==> config.mk <==
export PLATFORM = sky130hd
export DESIGN_NAME = rgad_delay
export DESIGN_NICKNAME = d
export VERILOG_FILES = /design/src/hdl/rgad_pkg.sv /design/src/hdl/rgad_delay.sv
export SDC_FILE = /design/constraint.sdc
export NUM_CORES = 2
export LEC_CHECK = 0
export ABC_AREA = 1
export BUFFER_PORTS_ARGS = -buffer_cell sky130_fd_sc_hd__buf_2
export CAP_MARGIN = 25
export CORE_UTILIZATION = 45
export DETAILED_ROUTE_END_ITERATION = 8
export SYNTH_ARGS = -nofsm -noshare
export SYNTH_HDL_FRONTEND = slang
export SYNTH_SLANG_ARGS = --single-unit
==> constraint.sdc <==
create_clock -name clk -period 7 [get_ports clk]
set_clock_uncertainty 0.15 [all_clocks]
set_input_delay 1.4 -clock clk [delete_from_list [all_inputs] [get_ports clk]]
set_output_delay 1.4 -clock clk [all_outputs]
set_load 0.02 [all_outputs]
==> src/hdl/rgad_pkg.sv <==
// ----------------------------------------------------------------------------
// rgad_pkg: shared types and constants of the ACK delay equalizer
// Function codes, configuration register indexes, reset values and the
// control bundles passed between the top level and its units.
// ----------------------------------------------------------------------------
package rgad_pkg;

    // Fixed field widths
    localparam int RTT_W      = 24;
    localparam int RAND_W     = 16;
    localparam int COUNT_W    = 32;
    localparam int TOTAL_W    = 48;
    localparam int CFG_IDX_W  = 3;
    localparam int CFG_DATA_W = 24;
    localparam int WS_W       = 6;
    localparam int THREAT_W   = 2;

    // Reciprocal of ten scaled by 2^34; exact floor for dividends below 2^30
    localparam logic [31:0] RECIP10       = 32'd1717986919;
    localparam int          RECIP10_SHIFT = 34;

    // Register reset values
    localparam logic                  RST_ENABLE     = 1'b1;
    localparam logic [RTT_W-1:0]      RST_TARGET     = 24'd2000;
    localparam logic [RTT_W-1:0]      RST_JITTER     = 24'd500;
    localparam logic [RTT_W-1:0]      RST_MIN_DELAY  = 24'd0;
    localparam logic [RTT_W-1:0]      RST_MAX_DELAY  = 24'd50000;
    localparam logic [WS_W-1:0]       RST_WINDOW     = 6'd32;
    localparam logic [THREAT_W-1:0]   RST_THREAT     = 2'd0;

    typedef enum logic [1:0] {
        FUNC_REC_TRANSPORT = 2'd0,
        FUNC_REC_APP       = 2'd1,
        FUNC_REQUEST       = 2'd2
    } func_t;

    typedef enum logic [CFG_IDX_W-1:0] {
        CFG_ENABLE     = 3'd0,
        CFG_TARGET     = 3'd1,
        CFG_JITTER     = 3'd2,
        CFG_MIN_DELAY  = 3'd3,
        CFG_MAX_DELAY  = 3'd4,
        CFG_WINDOW     = 3'd5,
        CFG_THREAT     = 3'd6
    } cfg_idx_t;

    localparam logic [THREAT_W-1:0] THREAT_MEDIUM = 2'd1;

    // Window unit command: start a push into the selected window
    typedef struct packed {
        logic start;
        logic sel;      // 0 transport, 1 application
    } win_ctl_t;

    // Delay unit settings
    typedef struct packed {
        logic                enable;
        logic [THREAT_W-1:0] threat;
        logic [RTT_W-1:0]    target;
        logic [RTT_W-1:0]    jitter;
        logic [RTT_W-1:0]    min_delay;
        logic [RTT_W-1:0]    max_delay;
    } dly_cfg_t;

endpackage

==> src/hdl/rgad_delay.sv <==
// ----------------------------------------------------------------------------
// rgad_delay: delay computation on one shared multiplier
// Works in quarter microseconds: threat scaling, gap compare, jitter
// product, divide by ten through a reciprocal, clamp and final scaling.
// ----------------------------------------------------------------------------
module rgad_delay (
    input  logic                          clk,
    input  logic                          rst_n,
    input  logic                          start,
    input  rgad_pkg::dly_cfg_t            cfg,
    input  logic [rgad_pkg::RTT_W-1:0]    tmed,
    input  logic [rgad_pkg::RTT_W-1:0]    amed,
    input  logic [rgad_pkg::RAND_W-1:0]   rand_frac,
    output logic                          done,
    output logic [rgad_pkg::RTT_W-1:0]    delay
);

    typedef enum logic [2:0] {
        D_IDLE, D_CMP, D_MUL1, D_MUL2, D_DIV, D_CLHI, D_CLLO, D_FIN
    } state_t;

    state_t                       state_reg;
    logic                         done_reg;
    logic [rgad_pkg::RTT_W-1:0]   delay_reg;
    logic [27:0]                  ej_reg;
    logic [29:0]                  ej3_reg;
    logic signed [33:0]           et_reg, g_reg, base_reg, d_reg;
    logic                         ge_reg;
    logic [63:0]                  prod_reg;

    // Threat-scaled jitter and target, gap between medians
    logic [27:0]        jx, ej;
    logic [25:0]        tx, et;
    logic signed [33:0] g_calc, hi, lo;

    assign jx = 28'(cfg.jitter);
    assign ej = cfg.threat[1] ? ((jx << 3) + (jx << 1)) :
                (cfg.threat == rgad_pkg::THREAT_MEDIUM) ? ((jx << 2) + (jx << 1)) :
                (jx << 2);
    assign tx = 26'(cfg.target);
    assign et = cfg.threat[1] ? ((tx << 1) + tx) : (tx << 2);
    assign g_calc = (tmed != '0 && amed != '0) ?
                    (($signed({10'd0, amed}) - $signed({10'd0, tmed})) <<< 2) : '0;
    assign hi = $signed({8'd0, cfg.max_delay, 2'b00});
    assign lo = $signed({8'd0, cfg.min_delay, 2'b00});

    // Shared multiplier
    logic [31:0] mul_a, mul_b;
    logic [63:0] mul_p;

    always_comb
    begin
        mul_a = '0;
        mul_b = rgad_pkg::RECIP10;
        case (state_reg)
            D_MUL1:
            begin
                mul_a = ge_reg ? {2'b00, ej3_reg} : {4'd0, ej_reg};
                mul_b = {16'd0, rand_frac};
            end
            D_MUL2:
            begin
                mul_a = {2'b00, prod_reg[45:16]};
            end
            default:
            begin
            end
        endcase
    end

    assign mul_p = mul_a * mul_b;

    always_ff @(posedge clk or negedge rst_n)
    begin
        if (!rst_n)
        begin
            state_reg <= D_IDLE;
            done_reg  <= 1'b0;
            delay_reg <= '0;
        end
        else
        begin
            done_reg <= 1'b0;
            unique case (state_reg)
                D_IDLE:
                begin
                    if (start)
                    begin
                        if (!cfg.enable)
                        begin
                            delay_reg <= '0;
                            done_reg  <= 1'b1;
                        end
                        else
                        begin
                            ej_reg    <= ej;
                            et_reg    <= $signed({8'd0, et});
                            g_reg     <= g_calc;
                            state_reg <= D_CMP;
                        end
                    end
                end
                D_CMP:
                begin
                    ge_reg    <= (g_reg >= et_reg);
                    base_reg  <= et_reg - g_reg;
                    ej3_reg   <= ({2'b00, ej_reg} << 1) + {2'b00, ej_reg};
                    state_reg <= D_MUL1;
                end
                D_MUL1:
                begin
                    prod_reg  <= mul_p;
                    base_reg  <= base_reg - $signed({6'd0, ej_reg});
                    state_reg <= D_MUL2;
                end
                D_MUL2:
                begin
                    if (ge_reg)
                    begin
                        prod_reg  <= mul_p;
                        state_reg <= D_DIV;
                    end
                    else
                    begin
                        d_reg     <= base_reg + $signed({5'd0, prod_reg[43:15]});
                        state_reg <= D_CLHI;
                    end
                end
                D_DIV:
                begin
                    d_reg     <= $signed({4'd0, prod_reg[63:rgad_pkg::RECIP10_SHIFT]});
                    state_reg <= D_CLHI;
                end
                D_CLHI:
                begin
                    d_reg     <= (d_reg > hi) ? hi : d_reg;
                    state_reg <= D_CLLO;
                end
                D_CLLO:
                begin
                    d_reg     <= (d_reg < lo) ? lo : d_reg;
                    state_reg <= D_FIN;
                end
                D_FIN:
                begin
                    delay_reg <= (d_reg > 0) ? d_reg[25:2] : '0;
                    done_reg  <= 1'b1;
                    state_reg <= D_IDLE;
                end
                default:
                begin
                    state_reg <= D_IDLE;
                end
            endcase
        end
    end

    assign done  = done_reg;
    assign delay = delay_reg;

endmodule

==> impl_metrics.ini <==
[timing]
min_period_over_period_pct = 114
fmax_mhz = 125
drv_slew = 0
fin_ws_ns = -0.993
hold_viol = 0
setup_viol = 48
setup_tns_ns = -39.03
relSlewSlack_pct = 31.1
min_period_ns = 7.99
worst_slew_pin_slew_ns = 1.03
rsz0062_at_grt = yes

[yosys]
synth-edff-count = 224
yosysTopAreaCellShare_pct = 25.7
synth_area_leaders = fa_1, ha_1, edfxtp_1
yosys_most_used_dff = edfxtp_1
syn-instance-count = 6013
avgSynthCellArea_um2 = 7.84
synth_seq_cells = 252
ys_types = 57
synth-async-reset-ratio_pct = 11.1
ys_seq_area_share_pct = 15.8
synth_area_leader_cell = fa_1
netlist_area_um2 = 47100
yosys_warnings = 0

[route]
vias_per_cell = 5.35
drt_iter0_markers = 3291
wl_mm = 169
avgRoutedWirePerCell_um = 20.5
vias = 44025
remaining_drc_errors = 0
dr.pass1.iters = 6
ant_nets = 0

[clock_tree]
clk_latency_ns = 0.58
cts_num_sinks = 252
cts_buffers = 34
clk_pin_slew_ns = 0.07
cts_max_path_buffers = 3
h-tree-depth = 2
hold_buffers = 0
root_buffer = clkbuf_16
cts_tree = done

[global_route]
grt_max_degree = 52
grt_usage_pct = 31.9
grt_overflow = 0
grt_pass1_wl_mm = 260
antenna_found_initial = 1
first_global_vias = 45727

[layout]
design_area_um2 = 58800
drive_above_1_share_pct = 21.5
syn_to_final_growth_pct = 24.8
largest_register_ffs = 48
diodes = 0
fill_cells = 9741
fin_nets = 8182
final_core_util_pct = 56.8

[critical_path]
cp-end-kind = register
slowest_stage = fa_1
worstPathRequired_ns = 7.18
critPathMostFrequentCell = inv_2
worstPathArrival_ns = 8.17
critPathMaxFanout = 7
path_class = register to register
start_kind = register
slowest_delay_ns = 0.57

[run]
maxCapViolCount = 0

[floorplan]
dieWidth_um = 326
start_util_pct = 45.5
die_h_um = 326
rows = 118
core_um2 = 104000
io_pins = 191
die_area_um2 = 106000

[outcome]
violations = negative setup slack
status = complete, but fails checks

[placement]
io_buffers = 190
dpl.hpwl_mm = 145
gp_congestion = 0.998
dpl_cell_area_um2 = 54800

[worst_hold_path]
hold_path.class = register to register
-- synth_stat cells, types with 2 or more instances --
| cell | count |
|---|---|
| a211oi_1 | 11 |
| a21boi_0 | 9 |
| a21o_1 | 33 |
| a21oi_1 | 426 |
| a221o_1 | 4 |
| a221oi_1 | 8 |
| a31oi_1 | 21 |
| and3_1 | 3 |
| buf_1 | 11 |
| buf_2 | 16 |
| buf_4 | 2 |
| clkbuf_1 | 66 |
| clkinv_1 | 9 |
| conb_1 | 2 |
| dfrtp_1 | 28 |
| edfxtp_1 | 224 |
| fa_1 | 605 |
| ha_1 | 584 |
| inv_1 | 1212 |
| inv_2 | 13 |
| nand2_1 | 1061 |
| nand2_2 | 6 |
| nand3_1 | 187 |
| nand3_2 | 2 |
| nand3b_1 | 13 |
| nand4_1 | 41 |
| nor2_1 | 693 |
| nor2_2 | 3 |
| nor3_1 | 57 |
| nor3b_1 | 6 |
| nor4_1 | 30 |
| o2111ai_1 | 7 |
| o211ai_1 | 36 |
| o21a_1 | 22 |
| o21ai_0 | 313 |
| o21ai_1 | 12 |
| o21ai_2 | 9 |
| o21bai_1 | 29 |
| o21bai_2 | 2 |
| o221ai_1 | 8 |
| o22ai_1 | 43 |
| o31ai_1 | 5 |
| or2_2 | 29 |
| xnor2_1 | 29 |
| xor2_1 | 71 |
-- cell usage in the layout, fill, tap and decap left out, types with 41 or more instances in the layout --
cell and count:
xor2_1 56, fa_1 568, o21ai_0 261, nand3_1 173, nor2_4 66, inv_2 64, o22ai_1 43, nor2_1 555
edfxtp_1 224, nand2_2 55, nor3_1 50, nor2_2 75, buf_2 190, buf_4 597, buf_12 42, nand4_1 41
a21oi_1 370, inv_1 1148, nand2_1 988, ha_1 558
-- cell families after synthesis --
logic type / after synthesis / synth area share (%)
xor gates and xnor gates: 100 / 1.86
DFF: 252 / 15.8
buffers and inverters: 1329 / 10.6
muxes: 1 / 0.0212
and+or+nand+nor: 2135 / 18.5
AOI/OAI and AO/OA: 1005 / 12.0
other: 2 / 0.0159
adders and majority gates: 1189 / 41.2
-- metrics by stage --
stage	worst slack, ns	std cells	hold WS (ns)
after floorplan	-0.472	6018	0.337
after global routing	-1.20	8232	0.406
final	-0.993	8232	0.388
after detailed placement	-1.23	8081	0.380
after CTS	-0.955	8188	0.389
after global placement	-1.20	8080	0.378
-- per-layer routing --
layer / vias up / routed length (µm) / global-route usage [%] / part of all wire [%]
met5: - / 11 / 0 / 0.0065
met4: 2 / 7850 / 12.8 / 4.6
met3: 313 / 8380 / 3.18 / 5.0
met2: 1259 / 83600 / 56.4 / 49
met1: 21492 / 69200 / 39.9 / 41
li1: 20959 / - / - / -
-- worst max-delay path: cells and delay by family (launching register included) --
kind / cells / cell delay [ns]
AO/OA/AOI/OAI: 3 / 0.57
adder cells (fa/ha/maj): 9 / 4.45
buffers and inverters: 15 / 1.36
flip-flops: 1 / 0.38
AND/OR/NAND/NOR: 10 / 0.78
-- final timing paths --
| path | endpoint | slack [ns] | start | cells after the start |
|---|---|---|---|---|
| setup / recovery | prod_reg[53] | -0.99 | state_reg[0] | 37 |
| max in group asynchronous | state_reg[2] | 5.41 | rst_n | 1 |
| hold / removal | delay[21] | 0.39 | delay[21] | 2 |
| min in group asynchronous | delay[9] | 0.75 | rst_n | 1 |
| setup reg to reg | prod_reg[53] | -0.99 | state_reg[0] | 37 |
| hold reg to reg | delay[21] | 0.39 | delay[21] | 2 |
-- final cells by class --
type / instances / area (µm²) / share of cell area, %
Timing Repair Buffer: 867 / 6750 / 11.5
Clock buffer: 39 / 932 / 1.58
Sequential cell: 252 / 7430 / 12.6
Multi-Input combinational cell: 4437 / 37000 / 62.9
Clock inverter: 22 / 274 / 0.466
Tap cell: 1380 / 1730 / 2.94
Inverter: 1234 / 4690 / 7.98
Timing Repair inverter: 1 / 7.51 / 0.0128
-- what timing repair did --
item,4_1_cts,5_1_grt
gates cloned,3,1
buffers inserted,43,45
setup endpoints to repair,48,48
pin swaps,47,135
gates resized for setup,317,272
endpoints found under the hold margin,0,0
Power is left out: the tool's default activity adds up to more than one toggle a clock period on the data nets, which glitch-free logic cannot reach.
