File: src/hdl/rgad_pkg.sv
// ----------------------------------------------------------------------------
// rgad_pkg: shared types and constants of the ACK delay equalizer
// Function codes, configuration register indexes, reset values and the
// control bundles passed between the top level and its units.
// ----------------------------------------------------------------------------
package rgad_pkg;

    // Fixed field widths
    localparam int RTT_W      = 24;
    localparam int RAND_W     = 16;
    localparam int COUNT_W    = 32;
    localparam int TOTAL_W    = 48;
    localparam int CFG_IDX_W  = 3;
    localparam int CFG_DATA_W = 24;
    localparam int WS_W       = 6;
    localparam int THREAT_W   = 2;

    // Reciprocal of ten scaled by 2^34; exact floor for dividends below 2^30
    localparam logic [31:0] RECIP10       = 32'd1717986919;
    localparam int          RECIP10_SHIFT = 34;

    // Register reset values
    localparam logic                  RST_ENABLE     = 1'b1;
    localparam logic [RTT_W-1:0]      RST_TARGET     = 24'd2000;
    localparam logic [RTT_W-1:0]      RST_JITTER     = 24'd500;
    localparam logic [RTT_W-1:0]      RST_MIN_DELAY  = 24'd0;
    localparam logic [RTT_W-1:0]      RST_MAX_DELAY  = 24'd50000;
    localparam logic [WS_W-1:0]       RST_WINDOW     = 6'd32;
    localparam logic [THREAT_W-1:0]   RST_THREAT     = 2'd0;

    typedef enum logic [1:0] {
        FUNC_REC_TRANSPORT = 2'd0,
        FUNC_REC_APP       = 2'd1,
        FUNC_REQUEST       = 2'd2
    } func_t;

    typedef enum logic [CFG_IDX_W-1:0] {
        CFG_ENABLE     = 3'd0,
        CFG_TARGET     = 3'd1,
        CFG_JITTER     = 3'd2,
        CFG_MIN_DELAY  = 3'd3,
        CFG_MAX_DELAY  = 3'd4,
        CFG_WINDOW     = 3'd5,
        CFG_THREAT     = 3'd6
    } cfg_idx_t;

    localparam logic [THREAT_W-1:0] THREAT_MEDIUM = 2'd1;

    // Window unit command: start a push into the selected window
    typedef struct packed {
        logic start;
        logic sel;      // 0 transport, 1 application
    } win_ctl_t;

    // Delay unit settings
    typedef struct packed {
        logic                enable;
        logic [THREAT_W-1:0] threat;
        logic [RTT_W-1:0]    target;
        logic [RTT_W-1:0]    jitter;
        logic [RTT_W-1:0]    min_delay;
        logic [RTT_W-1:0]    max_delay;
    } dly_cfg_t;

endpackage

File: src/hdl/rgad_window.sv
// ----------------------------------------------------------------------------
// rgad_window: sample windows with running medians
// Keeps both windows as a ring of arrival order plus a sorted copy in one
// shared memory pair; a push drops old samples, inserts the new one and
// refreshes the median of that window, one memory access per step.
// ----------------------------------------------------------------------------
module rgad_window #(
    parameter int WINDOW_DEPTH = 32,
    parameter int SAMPLE_W     = 24
) (
    input  logic                        clk,
    input  logic                        rst_n,
    input  rgad_pkg::win_ctl_t          ctl,
    input  logic [SAMPLE_W-1:0]         sample,
    input  logic [rgad_pkg::WS_W-1:0]   window_size,
    output logic                        done,
    output logic [SAMPLE_W-1:0]         transport_median,
    output logic [SAMPLE_W-1:0]         app_median
);

    localparam int IDX_W     = (WINDOW_DEPTH > 1) ? $clog2(WINDOW_DEPTH) : 1;
    localparam int CNT_W     = $clog2(WINDOW_DEPTH + 1);
    localparam int KW        = (CNT_W > rgad_pkg::WS_W) ? CNT_W : rgad_pkg::WS_W;
    localparam int ADDR_W    = IDX_W + 1;
    localparam int MEM_DEPTH = 2 ** ADDR_W;

    typedef enum logic [3:0] {
        S_IDLE, S_OLD_RD, S_OLD_WAIT, S_DEL_RD, S_DEL_WR,
        S_INS_START, S_INS_RD, S_INS_WR, S_INS_LAST,
        S_MED_A, S_MED_B, S_MED_C
    } state_t;

    state_t              state_reg;
    logic                sel_reg;
    logic [SAMPLE_W-1:0] x_reg;
    logic [SAMPLE_W-1:0] v_reg;
    logic [SAMPLE_W-1:0] lo_reg;
    logic [CNT_W-1:0]    n_reg;
    logic [CNT_W-1:0]    j_reg;
    logic [CNT_W:0]      drops_reg;
    logic                found_reg;
    logic                done_reg;
    logic [CNT_W-1:0]    fill_reg [2];
    logic [IDX_W-1:0]    head_reg [2];
    logic [SAMPLE_W-1:0] med_reg  [2];

    // Memories: arrival-order ring and sorted copy, both windows side by side
    logic [SAMPLE_W-1:0] ring_mem [MEM_DEPTH];
    logic [SAMPLE_W-1:0] srt_mem  [MEM_DEPTH];
    logic                ring_we, srt_we;
    logic [ADDR_W-1:0]   ring_wa, ring_ra, srt_wa, srt_ra;
    logic [SAMPLE_W-1:0] ring_wd, srt_wd;
    logic [SAMPLE_W-1:0] ring_rd_reg, srt_rd_reg;

    always_ff @(posedge clk)
    begin
        if (ring_we)
        begin
            ring_mem[ring_wa] <= ring_wd;
        end
        ring_rd_reg <= ring_mem[ring_ra];
    end

    always_ff @(posedge clk)
    begin
        if (srt_we)
        begin
            srt_mem[srt_wa] <= srt_wd;
        end
        srt_rd_reg <= srt_mem[srt_ra];
    end

    // Keep count and number of old samples to drop at a push
    logic [KW-1:0]    ws_ext, depth_ext, keep_ext;
    logic [CNT_W-1:0] keep;
    logic [CNT_W-1:0] fill_cur;
    logic [CNT_W:0]   total, keep_w, drops;

    assign ws_ext    = KW'(window_size);
    assign depth_ext = KW'(WINDOW_DEPTH);
    assign keep_ext  = (ws_ext > depth_ext) ? depth_ext : ws_ext;
    assign keep      = keep_ext[CNT_W-1:0];
    assign fill_cur  = fill_reg[ctl.sel];
    assign total     = {1'b0, fill_cur} + (CNT_W+1)'(1);
    assign keep_w    = {1'b0, keep};
    assign drops     = (total > keep_w) ? (total - keep_w) : '0;

    // Ring position arithmetic
    logic [IDX_W-1:0] cur_head, head_inc;
    logic [CNT_W:0]   pos_sum, pos;
    logic [CNT_W-1:0] jm1, nm1, lo_idx, hi_idx;
    logic [SAMPLE_W:0] med_sum;

    assign cur_head = head_reg[sel_reg];
    assign head_inc = (cur_head == IDX_W'(WINDOW_DEPTH - 1)) ? '0 : cur_head + IDX_W'(1);
    assign pos_sum  = (CNT_W+1)'(cur_head) + {1'b0, n_reg};
    assign pos      = (pos_sum >= (CNT_W+1)'(WINDOW_DEPTH)) ?
                      pos_sum - (CNT_W+1)'(WINDOW_DEPTH) : pos_sum;
    assign jm1      = j_reg - CNT_W'(1);
    assign nm1      = n_reg - CNT_W'(1);
    assign lo_idx   = nm1 >> 1;
    assign hi_idx   = n_reg >> 1;
    assign med_sum  = {1'b0, lo_reg} + {1'b0, srt_rd_reg};

    always_comb
    begin
        ring_we = 1'b0;
        ring_wa = {sel_reg, pos[IDX_W-1:0]};
        ring_wd = x_reg;
        ring_ra = {sel_reg, cur_head};
        srt_we  = 1'b0;
        srt_wa  = {sel_reg, j_reg[IDX_W-1:0]};
        srt_wd  = x_reg;
        srt_ra  = {sel_reg, j_reg[IDX_W-1:0]};
        unique case (state_reg)
            S_DEL_WR:
            begin
                srt_we = found_reg;
                srt_wa = {sel_reg, jm1[IDX_W-1:0]};
                srt_wd = srt_rd_reg;
            end
            S_INS_START:
            begin
                ring_we = 1'b1;
            end
            S_INS_RD:
            begin
                srt_ra = {sel_reg, jm1[IDX_W-1:0]};
            end
            S_INS_WR:
            begin
                srt_we = 1'b1;
                srt_wd = (srt_rd_reg > x_reg) ? srt_rd_reg : x_reg;
            end
            S_INS_LAST:
            begin
                srt_we = 1'b1;
            end
            S_MED_A:
            begin
                srt_ra = {sel_reg, lo_idx[IDX_W-1:0]};
            end
            S_MED_B:
            begin
                srt_ra = {sel_reg, hi_idx[IDX_W-1:0]};
            end
            default:
            begin
            end
        endcase
    end

    always_ff @(posedge clk or negedge rst_n)
    begin
        if (!rst_n)
        begin
            state_reg <= S_IDLE;
            done_reg  <= 1'b0;
            found_reg <= 1'b0;
            sel_reg   <= 1'b0;
            n_reg     <= '0;
            j_reg     <= '0;
            drops_reg <= '0;
            for (int w = 0; w < 2; w++)
            begin
                fill_reg[w] <= '0;
                head_reg[w] <= '0;
                med_reg[w]  <= '0;
            end
        end
        else
        begin
            done_reg <= 1'b0;
            unique case (state_reg)
                S_IDLE:
                begin
                    if (ctl.start)
                    begin
                        sel_reg   <= ctl.sel;
                        x_reg     <= sample;
                        n_reg     <= fill_cur;
                        drops_reg <= drops;
                        if (keep == '0)
                        begin
                            // everything falls out, the new sample included
                            fill_reg[ctl.sel] <= '0;
                            med_reg[ctl.sel]  <= '0;
                            done_reg          <= 1'b1;
                        end
                        else if (drops != '0)
                        begin
                            state_reg <= S_OLD_RD;
                        end
                        else
                        begin
                            state_reg <= S_INS_START;
                        end
                    end
                end
                S_OLD_RD:
                begin
                    state_reg <= S_OLD_WAIT;
                end
                S_OLD_WAIT:
                begin
                    v_reg     <= ring_rd_reg;
                    j_reg     <= '0;
                    found_reg <= 1'b0;
                    state_reg <= S_DEL_RD;
                end
                S_DEL_RD:
                begin
                    state_reg <= S_DEL_WR;
                end
                S_DEL_WR:
                begin
                    if (!found_reg && srt_rd_reg == v_reg)
                    begin
                        found_reg <= 1'b1;
                    end
                    if (j_reg == nm1)
                    begin
                        n_reg             <= nm1;
                        head_reg[sel_reg] <= head_inc;
                        drops_reg         <= drops_reg - (CNT_W+1)'(1);
                        state_reg <= (drops_reg == (CNT_W+1)'(1)) ? S_INS_START : S_OLD_RD;
                    end
                    else
                    begin
                        j_reg     <= j_reg + CNT_W'(1);
                        state_reg <= S_DEL_RD;
                    end
                end
                S_INS_START:
                begin
                    j_reg     <= n_reg;
                    state_reg <= (n_reg == '0) ? S_INS_LAST : S_INS_RD;
                end
                S_INS_RD:
                begin
                    state_reg <= S_INS_WR;
                end
                S_INS_WR:
                begin
                    if (srt_rd_reg > x_reg)
                    begin
                        j_reg     <= jm1;
                        state_reg <= (j_reg == CNT_W'(1)) ? S_INS_LAST : S_INS_RD;
                    end
                    else
                    begin
                        n_reg     <= n_reg + CNT_W'(1);
                        state_reg <= S_MED_A;
                    end
                end
                S_INS_LAST:
                begin
                    n_reg     <= n_reg + CNT_W'(1);
                    state_reg <= S_MED_A;
                end
                S_MED_A:
                begin
                    fill_reg[sel_reg] <= n_reg;
                    state_reg         <= S_MED_B;
                end
                S_MED_B:
                begin
                    lo_reg    <= srt_rd_reg;
                    state_reg <= S_MED_C;
                end
                S_MED_C:
                begin
                    med_reg[sel_reg] <= med_sum[SAMPLE_W:1];
                    done_reg         <= 1'b1;
                    state_reg        <= S_IDLE;
                end
                default:
                begin
                    state_reg <= S_IDLE;
                end
            endcase
        end
    end

    assign done             = done_reg;
    assign transport_median = med_reg[0];
    assign app_median       = med_reg[1];

endmodule

File: config.mk
export PLATFORM = sky130hd
export DESIGN_NAME = rgad_window
export DESIGN_NICKNAME = d
export VERILOG_FILES = /design/src/hdl/rgad_pkg.sv /design/src/hdl/rgad_window.sv
export SDC_FILE = /design/constraint.sdc
export NUM_CORES = 2
export LEC_CHECK = 0
export BUFFER_PORTS_ARGS = -buffer_cell sky130_fd_sc_hd__buf_2
export CAP_MARGIN = 0
export CORE_ASPECT_RATIO = 0.9
export CORE_UTILIZATION = 40
export DETAILED_ROUTE_END_ITERATION = 16
export SLEW_MARGIN = 20
export SYNTH_ARGS = -nofsm -noshare
export SYNTH_HDL_FRONTEND = slang
export SYNTH_SLANG_ARGS = --single-unit
File: constraint.sdc
create_clock -name clk -period 9.2 [get_ports clk]
set_input_delay 0.92 -clock clk [delete_from_list [all_inputs] [get_ports clk]]
set_output_delay 0.92 -clock clk [all_outputs]
set_load 0.01 [all_outputs]
==> summary.md <==
| Metric | Value |
|---|---|
| CP cell instances | nor2b_1, a21oi_1, a221oi_4, buf_4, buf_4, buf_4, nand3_1, and3_1, o21bai_1, nand3_1 |
| Top-count cell post-synth | edfxtp_1 |
| Sink Count | 3288 |
| Main synth FF type | edfxtp_1 |
| RR Endpoint | srt_rd_reg[21] |
| Initial antenna violation count | 24 |
| Max Cap Violations | 0 |
| FFs w/ async S/R, synth | 2.92% |
| Synth top cells by count | edfxtp_1 (3144), nand2_1 (2246), nand3_1 (1080) |
| PwrDens | 288 nW/um^2 |
| Syn_nets | 9691 |
| DR top layer | met5 |
| Crit path max-delay family | buffers and inverters |
| Synth Cell Area | 132000 um^2 |
| HPWL after DPL | 234 mm |
| Clock tree buffer depth | 4 |
| Crit path max fanout | 62 |
| Leakage power | 52.4 nW |
| Rel. slew slack | 16.3% |
| Register area share after synthesis | 74.0% |
| IO Port Bufs | 82 |
| # rows | 199 |
| Share of layout cells above drive strength 1 | 11.9% |
| Total core area | 328000 um^2 |
| CTS tree | done |
| Total setup buffers inserted after CTS | 0 |
| Initial DRT Pass Iterations | 9 |
| HP Class | in -> reg |
| Worst Setup End Kind | flop |
| CP max stage cell | nor2b_1 |
| Fin crit period | 5930 ps |
| CP Data Arrival Time | 6670 ps |
| DR WL met2 | 177 mm |
| Seq. cell area | 97800 um^2 |
| Post-CTS resize count | 0 |
| Final hold viol count | 0 |
| Slew Limit Fails | 0 |
| CP Class | reg -> reg |
| Worst setup SP type | flop |
| TritonCTS buffer count | 336 |
| Via count | 83706 |
| Crit path largest cell delay | 900 ps |
| Gr ovfl total | 0 |
| Req. time, crit path | 9950 ps |
| Max rail drop VDD | 0.000273 V |
| Post-synth cell types | 77 |
| Warnings from Yosys | 0 |
| WP depth | 10 |
| Worst-Skew Late Latency | 940 ps |
| Critical Path End | srt_rd_reg[21] |
| All-layer global routing usage | 23.4% |
| Outcome | finished, final reports clean |
| WL final | 402 mm |
| Final setup fails | 0 |
| RSZ-0062 raised after global routing | false |
| Die height | 547 um |
| Pin count of the biggest net entering global routing | 182 |
| CTS root buf | clkbuf_16 |
| Crit path launch | state_reg[0] |
| FF-to-FF path depth | 10 |
| Setup TNS | 0 ps |
| DR DRC count | 0 |
| DR WL/cell | 28.2 um |
| I/O pin total | 83 |
| Largest cells by area after synthesis | edfxtp_1 (71%), nand2_1 (6.4%), nand3_1 (4.1%) |
| CTS clk-pin slew, worst paths | 60 ps |
| Post-synth EDFFs | 3144 |
| Least-Margin Pin Slew | 1250 ps |
| Post-CTS Hold Fix Bufs | 1 |
| Fill cells | 28581 |
| Die area | 333000 um^2 |
| Antenna Nets Post-Route | 0 |
| Area of the multi-input gates | 32500 um^2 |
| R2R Path Start | state_reg[0] |
| Syn Area/Cell | 13.8 um^2 |
| Final worst setup slack | 3270 ps |
| Initial DRC count | 10440 |
| Clock Skew | 74.3 ps |
| Inst Count DP | 13663 |
| Final hold slack | 159 ps |
| Reg2reg setup slack | 3270 ps |
| Nets | 9787 |
| Area Growth Syn to Fin | 13.0% |
| Pre-CTS setup slack | 3480 ps |
| Worst Path Buf+Inv | 3 |
| DR WL met3 | 42.9 mm |
| Synth Instances | 9585 |
| Util after Layout | 45.6% |
| Final period utilization | 64.4% |
| Yosys reg bits | 3288 |
| Vias in the first global route | 78097 |
| Top-area cell type share of the netlist area | 71.4% |
| Initial core utilization | 40.3% |
| H-Tree Depth | 5 |
| Die width | 608 um |
| WL met1 | 163 mm |
| Crit path top cell by count | buf_4 |
| Routability cong. | 0.909 |
| Area leader, netlist | edfxtp_1 |
| First-pass GRT wire length | 572 mm |
| Largest registers | ring_mem x1536, srt_mem x1536 |
| Via density | 5.87 |
| Final cell count without fillers | 14271 |
| Fmax | 0.169 GHz |
-- logic make-up (layout without fill, tap and decap cells) --
group / count (synthesis) / count (layout) / share of synthesized area (%)
xor+xnor: 76 / 76 / 0.535
flops: 3288 / 3288 / 74.0
buf+inv: 669 / 1027 / 2.03
fa+ha+maj: 72 / 72 / 0.699
compound gates: 1092 / 1092 / 5.72
simple gates: 3862 / 3862 / 12.7
mux: 526 / 526 / 4.37
other cells: 0 / 7 / 0
-- worst min-delay path by stage --
stage | startpoint | endpoint | cells past startpoint
6_report | sample[12] | ring_wd[12] | 1
5_1_grt | sample[13] | ring_wd[13] | 1
4_1_cts | sample[13] | ring_wd[13] | 1
3_5_place_dp | ring_rd_reg[18] | v_reg[18] | 0
3_3_place_gp | ring_rd_reg[18] | v_reg[18] | 0
2_1_floorplan | ring_rd_reg[0] | v_reg[0] | 0
-- power by group --
part | total, W | internal [W] | switching (W)
Combinational | 0.0116 | 0.00346 | 0.00811
Sequential | 0.0181 | 0.0176 | 0.000547
Clock | 0.0134 | 0.00763 | 0.00573
Total | 0.0430 | 0.0286 | 0.0144
-- worst register-to-register path, cell delays in order (launching register included) --
cell,delay (ps)
dfrtp_1,640
nor2b_1,910
a21oi_1,330
a221oi_4,360
buf_4,630
buf_4,680
buf_4,810
nand3_1,180
and3_1,230
o21bai_1,820
nand3_1,160
-- placed cells by master (no fill, tap or decap), types with 20 or more instances in the layout --
cell type	synthesis	routed
a21oi_1	287	287
a22o_1	153	153
a22oi_1	74	74
a311oi_1	193	186
a31oi_1	108	102
and3_1	158	156
and4_1	25	25
buf_2	108	82
buf_4	6	274
bufinv_16	0	22
clkbuf_1	443	86
clkbuf_16	0	340
clkbuf_8	0	24
clkinv_1	0	65
clkinv_2	0	36
dfrtp_1	96	95
dfxtp_1	48	48
edfxtp_1	3144	3144
ha_1	69	69
inv_1	51	50
mux2_2	159	158
mux2i_1	328	324
mux4_2	24	24
nand2_1	2246	2244
nand3_1	1080	1077
nor2_1	196	65
nor2_2	0	105
nor2_4	0	26
nor3_1	41	40
nor4_1	32	20
o21ai_0	54	53
o21bai_1	28	28
o22ai_1	123	123
xnor2_1	38	38
xor2_1	35	35
-- layout make-up --
| type | count | area share (%) |
|---|---|---|
| Sequential cell | 3288 | 65.5 |
| Clock buffer | 450 | 6.13 |
| Tap cell | 4321 | 3.62 |
| Timing Repair Buffer | 373 | 1.87 |
| Multi-Input combinational cell | 5628 | 21.7 |
| Antenna cell | 7 | 0.0117 |
| Inverter | 54 | 0.147 |
| Clock inverter | 150 | 1.01 |
-- stage by stage --
stage | total power [W] | cell area [um^2]
after floorplan | 0.0249 | 132000
after global placement | 0.0296 | 138000
after detailed placement | 0.0298 | 139000
after CTS | 0.0431 | 149000
after global routing | 0.0444 | 149000
final | 0.0430 | 149000
-- per-layer routing --
metal / vias up / track usage [%]
met4: 6 / 9.87
met1: 42621 / 33.0
met3: 714 / 5.20
li1: 36042 / -
met2: 4323 / 35.1
met5: - / 0
No activity file was read; power rests on OpenSTA's default activity.
